--- src/design/rakt_pkg.sv ---
// Package for the range-add / k-th take core.
// Holds the item, command and result structs, sizes and the Fenwick-tree low_bit helper. No dependencies.
package rakt_pkg;

  localparam int unsigned IdxW   = 16;
  localparam int unsigned Npos   = 65536;
  localparam int unsigned AddrW  = 17;
  localparam int unsigned CntW   = 17;
  localparam int unsigned AccW   = 64;

  typedef enum logic {
    REQ_ADD  = 1'b0,
    REQ_TAKE = 1'b1
  } req_e;

  typedef struct packed {
    logic        req_type;
    logic [15:0] range_low;
    logic [15:0] range_high;
    logic [7:0]  add_value;
    logic [16:0] rank;
  } req_t;

  typedef struct packed {
    logic [31:0] position_value;
    logic [15:0] position_index;
    logic        found;
  } res_t;

  typedef struct packed {
    logic             take;
    logic             skip;
    logic [AddrW-1:0] lo_addr;
    logic [AddrW-1:0] hi_addr;
    logic             hi_valid;
    logic [7:0]       value;
    logic [16:0]      rank;
  } cmd_t;

  function automatic logic [AddrW-1:0] low_bit(input logic [AddrW-1:0] i);
    return i & (~i + {{(AddrW-1){1'b0}}, 1'b1});
  endfunction

endpackage

--- src/design/rakt_front.sv ---
// Front end: accepts items, classifies and clips them, and queues commands.
// Depends on rakt_pkg. Tracks the present count to screen bad ranks.
module rakt_front import rakt_pkg::*; (
  input  logic clk_i,
  input  logic rst_ni,
  input  logic start,
  output logic busy,
  input  req_t req_i,
  output logic cmd_valid_o,
  output cmd_t cmd_o,
  input  logic cmd_pop_i
);

  cmd_t       q_mem_q [2];
  logic       wr_q, rd_q;
  logic [1:0] cnt_q;
  logic [CntW:0] total_q;
  logic       acc;
  cmd_t       c;
  logic [16:0] hi_c;

  assign busy = (cnt_q == 2'd2);
  assign acc  = start && !busy;
  assign cmd_valid_o = (cnt_q != 2'd0);
  assign cmd_o = q_mem_q[rd_q];

  always_comb begin
    hi_c = {1'b0, req_i.range_high} + 17'd2;
    c = '0;
    c.take  = (req_i.req_type == REQ_TAKE);
    c.rank  = req_i.rank;
    c.value = req_i.add_value;
    c.lo_addr  = {1'b0, req_i.range_low} + 17'd1;
    c.hi_addr  = hi_c;
    c.hi_valid = (hi_c <= AddrW'(Npos));
    if (c.take) begin
      c.skip = (req_i.rank == 17'd0) || ({1'b0, req_i.rank} > total_q);
    end else begin
      c.skip = (req_i.range_low > req_i.range_high) || (req_i.add_value == 8'd0);
    end
  end

  always_ff @(posedge clk_i) begin
    if (acc) begin
      q_mem_q[wr_q] <= c;
    end
  end

  always_ff @(posedge clk_i or negedge rst_ni) begin
    if (!rst_ni) begin
      wr_q    <= 1'b0;
      rd_q    <= 1'b0;
      cnt_q   <= 2'd0;
      total_q <= (CntW+1)'(Npos);
    end else begin
      if (acc) begin
        wr_q <= ~wr_q;
        if (c.take && !c.skip) begin
          total_q <= total_q - (CntW+1)'(1);
        end
      end
      if (cmd_pop_i) begin
        rd_q <= ~rd_q;
      end
      cnt_q <= cnt_q + {1'b0, acc} - {1'b0, cmd_pop_i};
    end
  end

endmodule

--- config.mk ---
export PLATFORM = sky130hd
export DESIGN_NAME = rakt_front
export DESIGN_NICKNAME = d
export VERILOG_FILES = /design/src/design/rakt_pkg.sv /design/src/design/rakt_front.sv
export SDC_FILE = /design/constraint.sdc
export NUM_CORES = 1
export LEC_CHECK = 0
export ABC_AREA = 1
export BUFFER_PORTS_ARGS = -buffer_cell sky130_fd_sc_hd__buf_2
export CELL_PAD_IN_SITES_DETAIL_PLACEMENT = 2
export CELL_PAD_IN_SITES_GLOBAL_PLACEMENT = 2
export CORE_ASPECT_RATIO = 0.9
export CORE_MARGIN = 8
export CORE_UTILIZATION = 30
export CTS_BUF_LIST = sky130_fd_sc_hd__clkbuf_8
export DETAILED_ROUTE_END_ITERATION = 6
export MAX_ROUTING_LAYER = met4
export PLACE_DENSITY = 0.7
export SKIP_CTS_REPAIR_TIMING = 1
export SKIP_LAST_GASP = 1
export SYNTH_ARGS = -nofsm -noshare
export SYNTH_HDL_FRONTEND = slang
export SYNTH_SLANG_ARGS = --single-unit
--- constraint.sdc ---
create_clock -name clk_i -period 5.11 [get_ports clk_i]
set_input_delay 1.533 -clock clk_i [delete_from_list [all_inputs] [get_ports clk_i]]
set_output_delay 1.533 -clock clk_i [all_outputs]
set_load 0.05 [all_outputs]
# ---- Word level (Yosys, flattened, before mapping)
# Memory sizes are Yosys's and may differ from the RTL's.
# Index checks and enable logic that the tools add are counted.
dict set report classes {
  addsub 5
  n_lt_le_gt_ge 3
  eq_ne 1
  muxes 3
  n_bitwise 2
  n_reduce_logical 10
}
# operator n
set op_table {}
lappend op_table {{17-bit by 18-bit greater-than comparator with 1-bit output} 1}
lappend op_table {{18-bit by 1-bit subtractor with 18-bit output (second input constant)} 1}
lappend op_table {{16-bit by 1-bit adder with 17-bit output (second input constant)} 1}
lappend op_table {{16-bit by 2-bit adder with 17-bit output (second input constant)} 1}
lappend op_table {{17-bit <= comparator (second input constant)} 1}
lappend op_table {{17-bit logical NOT} 1}
lappend op_table {{16-bit greater-than comparator} 1}
lappend op_table {{8-bit logical NOT} 1}
lappend op_table {{1-bit two-way mux} 3}
lappend op_table {{2-bit by 1-bit adder with 2-bit output} 1}
lappend op_table {{2-bit == test (second input constant)} 1}
lappend op_table {{1-bit logical AND} 2}
lappend op_table {{1-bit logical NOT} 2}
lappend op_table {{1-bit logical OR} 2}
lappend op_table {{1-bit inverter} 2}
lappend op_table {{2-bit AND reduction} 1}
lappend op_table {{2-bit nonzero test} 1}
lappend op_table {{2-bit by 1-bit subtractor with 2-bit output} 1}
dict set report word_totals {
  regBits 22
  ram_bits 124
  inputBits 62
  elab_cells 29
  memories 1
}
# memory words word_bits rd rd_ports_with_merged_regs write_ports line
set memory_table {}
lappend memory_table {q_mem_q 2 62 1 0 1 rakt_front.sv:14} ;# cmd_t q_mem_q [2];

# ---- Depth between registers and ports, before layout
dict set report logic_depth {
  depth_word 6
  ltp_mapped 15
  depth_no_buf 14
}

# ---- Least setup slack after synthesis
# Ideal clock, no wire load.
dict set report synth_timing {
  path_kind {input-to-reg}
  startpoint {input port start}
  endpoint {memory q_mem_q[1][0] (netlist bit) (enable)}
  t_arrival_ns 4.306
  required_time_ns 4.626
  setup_slack_ns 0.320
  stages 2
  path_buffers 0
  cell_sequence {o21ai_1 -> nor2_1}
}
dict set report synth_between {
  elab_chain_len 3
}
# item line
set synth_rtl {}
lappend synth_rtl {{start: declaration} rakt_front.sv:6} ;# input logic start,
lappend synth_rtl {{1-bit logical AND} rakt_front.sv:23} ;# assign acc = start && !busy;
lappend synth_rtl {{1-bit two-way mux} rakt_front.sv:44} ;# if (acc) begin
lappend synth_rtl {{1-bit two-way mux (not written as such)} rakt_front.sv:45} ;# q_mem_q[wr_q] <= c;
lappend synth_rtl {{end: declaration} rakt_front.sv:14}
# No other way between the ends.

==> impl_metrics.env <==
export IMPL_start_kind="flop"
export IMPL_post_place_ws_ns=1.46
export IMPL_synth_top_flop_cell="edfxtp_1"
export IMPL_antenna_found_initial=0
export IMPL_min_delay_start="total_q[16]"
export IMPL_worstSetupPathType="flop to primary output"
export IMPL_hpwlAfterDp_um=16400
export IMPL_nFillCells=2638
export IMPL_grt_start_max_net_pins=34
export IMPL_setup_ws_ns=1.08
export IMPL_syn2layout_area_growth_pct=18.6
export IMPL_pwr_share_comb_pct=46.2
export IMPL_synthTopCellsByArea="edfxtp_1 50%, mux2_2 9.4%, dfrtp_1 7.1%"
export IMPL_port_buffers=125
export IMPL_setup_worst_path_end_class="primary output"
export IMPL_avgRoutedWirePerCell_um=19.4
export IMPL_worstHoldEndpoint="total_q[16]"
export IMPL_h_tree_depth=4
export IMPL_r2r_slack_ns=2.57
export IMPL_tightestPinTransition_ns=0.860
export IMPL_dpl_cell_count=1081
export IMPL_relSlewSlack_pct=42.3
export IMPL_totalWireLength_um=21500
export IMPL_cp_arrival_ns=2.49
export IMPL_viasPerCell=4.79
export IMPL_synth_most_common_cell="nand2_1"
export IMPL_worstReg2RegStart="total_q[13]"
export IMPL_die_y_um=166
export IMPL_avgSynthCellArea_um2=11.4
export IMPL_fin_setup_tns_ns=0
export IMPL_synth_edf_count=124
export IMPL_p_sw_share_pct=47.6
export IMPL_worstHoldPathType="flop to flop"
export IMPL_synth_cell_types=35
export IMPL_grt_pass1_wl_um=34700
export IMPL_hold_viol_final=0
export IMPL_regArea_mm2=0.00428
export IMPL_instances_no_fill=1113
export IMPL_power_switching_w=0.00241
export IMPL_vdd_drop_max_mv=0.458
export IMPL_rsz0062_at_grt="false"
export IMPL_synth_common_cells="131 x nand2_1, 124 x edfxtp_1, 66 x inv_1, 62 x mux2_2, 45 x nor2_1"
export IMPL_cts_root_buf="clkbuf_8"
export IMPL_max_stage_delay_ns=0.89
export IMPL_crit_chain="buf_4 -> mux2_2 -> buf_2"
export IMPL_syn_nets=755
export IMPL_hold_path_cell_count=2
export IMPL_grt_pass1_vias=6079
export IMPL_synth_seq_area_share_pct=57.4
export IMPL_r2r_cells=11
export IMPL_timing_hold_ws_ns=0.489
export IMPL_p_per_area_mw_per_mm2=573
export IMPL_finalCritPeriodShare_pct=78.8
export IMPL_finalSetupViolations=0
export IMPL_rows=54
export IMPL_start_util_pct=30.6
export IMPL_timing_final_max_slew_violations=0
export IMPL_netlist_area_mm2=0.00745
export IMPL_drv_cap=0
export IMPL_drc=0
export IMPL_final_antenna_net_count=0
export IMPL_final_layout_size_suffix_gt1_share_pct=31.9
export IMPL_first_iter_violations=250
export IMPL_skew_ns=0.0254
export IMPL_path_clk_slew_ns=0.09
export IMPL_cp_max_fo=33
export IMPL_yosysWarnings=0
export IMPL_dieWidth_um=182
export IMPL_status="finished, final reports clean"
export IMPL_synth_top_cell_area_share_pct=50.0
export IMPL_io_pins=126
export IMPL_diodes=0
export IMPL_crit_slowest_cell="dfrtp_2"
export IMPL_cts_tree="yes"
export IMPL_period_needed_ns=4.03
export IMPL_gp_congestion=0.778
export IMPL_syn_inst=655
export IMPL_synth_seq_cells=146
export IMPL_numCtsBuffers=17
export IMPL_rr_endpoint="total_q[0]"
export IMPL_gr_total_overflow=0
export IMPL_worstPathRequired_ns=3.58
export IMPL_clkSinkCount=146
export IMPL_synth_largest_area_cell="edfxtp_1"
export IMPL_fin_nets=892
export IMPL_clockBufferDepth=2
export IMPL_seqPwrFrac_pct=36.2
export IMPL_track_usage_pct=15.2
export IMPL_first_pass_iters=4
export IMPL_multiInputGateArea_mm2=0.00286
export IMPL_pwr_share_clk_pct=17.5
export IMPL_core_mm2=0.0243
export IMPL_cellLeakagePower_nw=3.73
export IMPL_dieArea_mm2=0.0302
export IMPL_max_freq_mhz=248
export IMPL_dr_total_vias=5334
export IMPL_clkLatencyLatePin_ns=0.46
export IMPL_internal_power_w=0.00265
export IMPL_synthArstFlopShare_pct=15.1
==> stage by stage <==
step	util (%)	instance area [µm²]	total power, W
floorplan	-	7450	0.00359
global placement	34.8	8460	0.00412
detailed placement	34.8	8460	0.00424
CTS	36.3	8840	0.00515
global route	36.3	8840	0.00536
finish	36.3	8840	0.00506
==> power groups by stage <==
stage | registers [W] | clock network, W | logic [W]
2_1_floorplan | 0.00177 | 0 | 0.00182
3_3_place_gp | 0.00185 | 0 | 0.00228
3_5_place_dp | 0.00187 | 0 | 0.00237
4_1_cts | 0.00184 | 0.000920 | 0.00239
5_1_grt | 0.00187 | 0.000960 | 0.00253
6_report | 0.00183 | 0.000888 | 0.00234
==> cell usage in the layout, fill, tap and decap left out, types with 16 or more instances in the layout <==
cell	Yosys	final
dfrtp_1	21	20
ha_1	38	38
xor2_1	27	27
a21oi_1	16	16
nand4_1	33	33
edfxtp_1	124	124
inv_1	66	66
nand3_1	22	22
buf_2	9	125
nand2_1	131	131
mux2_2	62	62
clkbuf_8	0	17
nor2_1	45	43
==> state kept, by name (all words and copies together), names as in the netlist <==
| signal | flops |
|---|---|
| q_mem_q | 124 |
| cnt_q | 2 |
| rd_q | 1 |
| wr_q | 1 |
| total_q | 18 |
==> worst max-delay path: cells and delay by family (launching register included) <==
| family | cells | cell delay (ns) |
|---|---|---|
| DFF | 1 | 0.89 |
| muxes | 1 | 0.40 |
| buffers and inverters | 2 | 0.73 |
==> metal layers <==
| layer | vias to the layer above | wire, µm | track usage, % |
|---|---|---|---|
| met5 | - | 0 | - |
| met4 | 0 | 191 | 3.80 |
| met3 | 15 | 552 | 2.45 |
| met2 | 88 | 10700 | 25.9 |
| met1 | 2689 | 10100 | 18.6 |
| li1 | 2542 | - | - |
==> cell families (layout without fill, tap and decap cells) <==
family | after synthesis | count (layout) | synth area share, %
AOI/OAI and AO/OA | 28 | 28 | 2.00
xor gates and xnor gates | 31 | 31 | 3.64
adders and majority gates | 38 | 38 | 6.38
buffers and inverters | 85 | 235 | 4.48
DFF | 146 | 146 | 57.4
muxes | 62 | 62 | 9.37
and+or+nand+nor | 265 | 265 | 16.8
==> how the worst max path moves through the flow <==
stage,cells past startpoint,end,from
2_1_floorplan,2,q_mem_q[1][0],start
3_3_place_gp,3,cmd_o[10],rd_q
3_5_place_dp,11,total_q[2],req_i[13]
4_1_cts,3,cmd_o[16],rd_q
5_1_grt,3,cmd_o[16],rd_q
6_report,3,cmd_o[16],rd_q
==> area by class of cell <==
| type | count | area share, % |
|---|---|---|
| inverter | 72 | 3.06 |
| multi-input combinational | 424 | 32.3 |
| tap | 308 | 4.36 |
| clock inverter | 15 | 1.63 |
| sequential | 146 | 48.4 |
| clock buffer | 17 | 2.65 |
| timing repair buffer | 131 | 7.59 |
No activity file was read; power rests on OpenSTA's default activity.
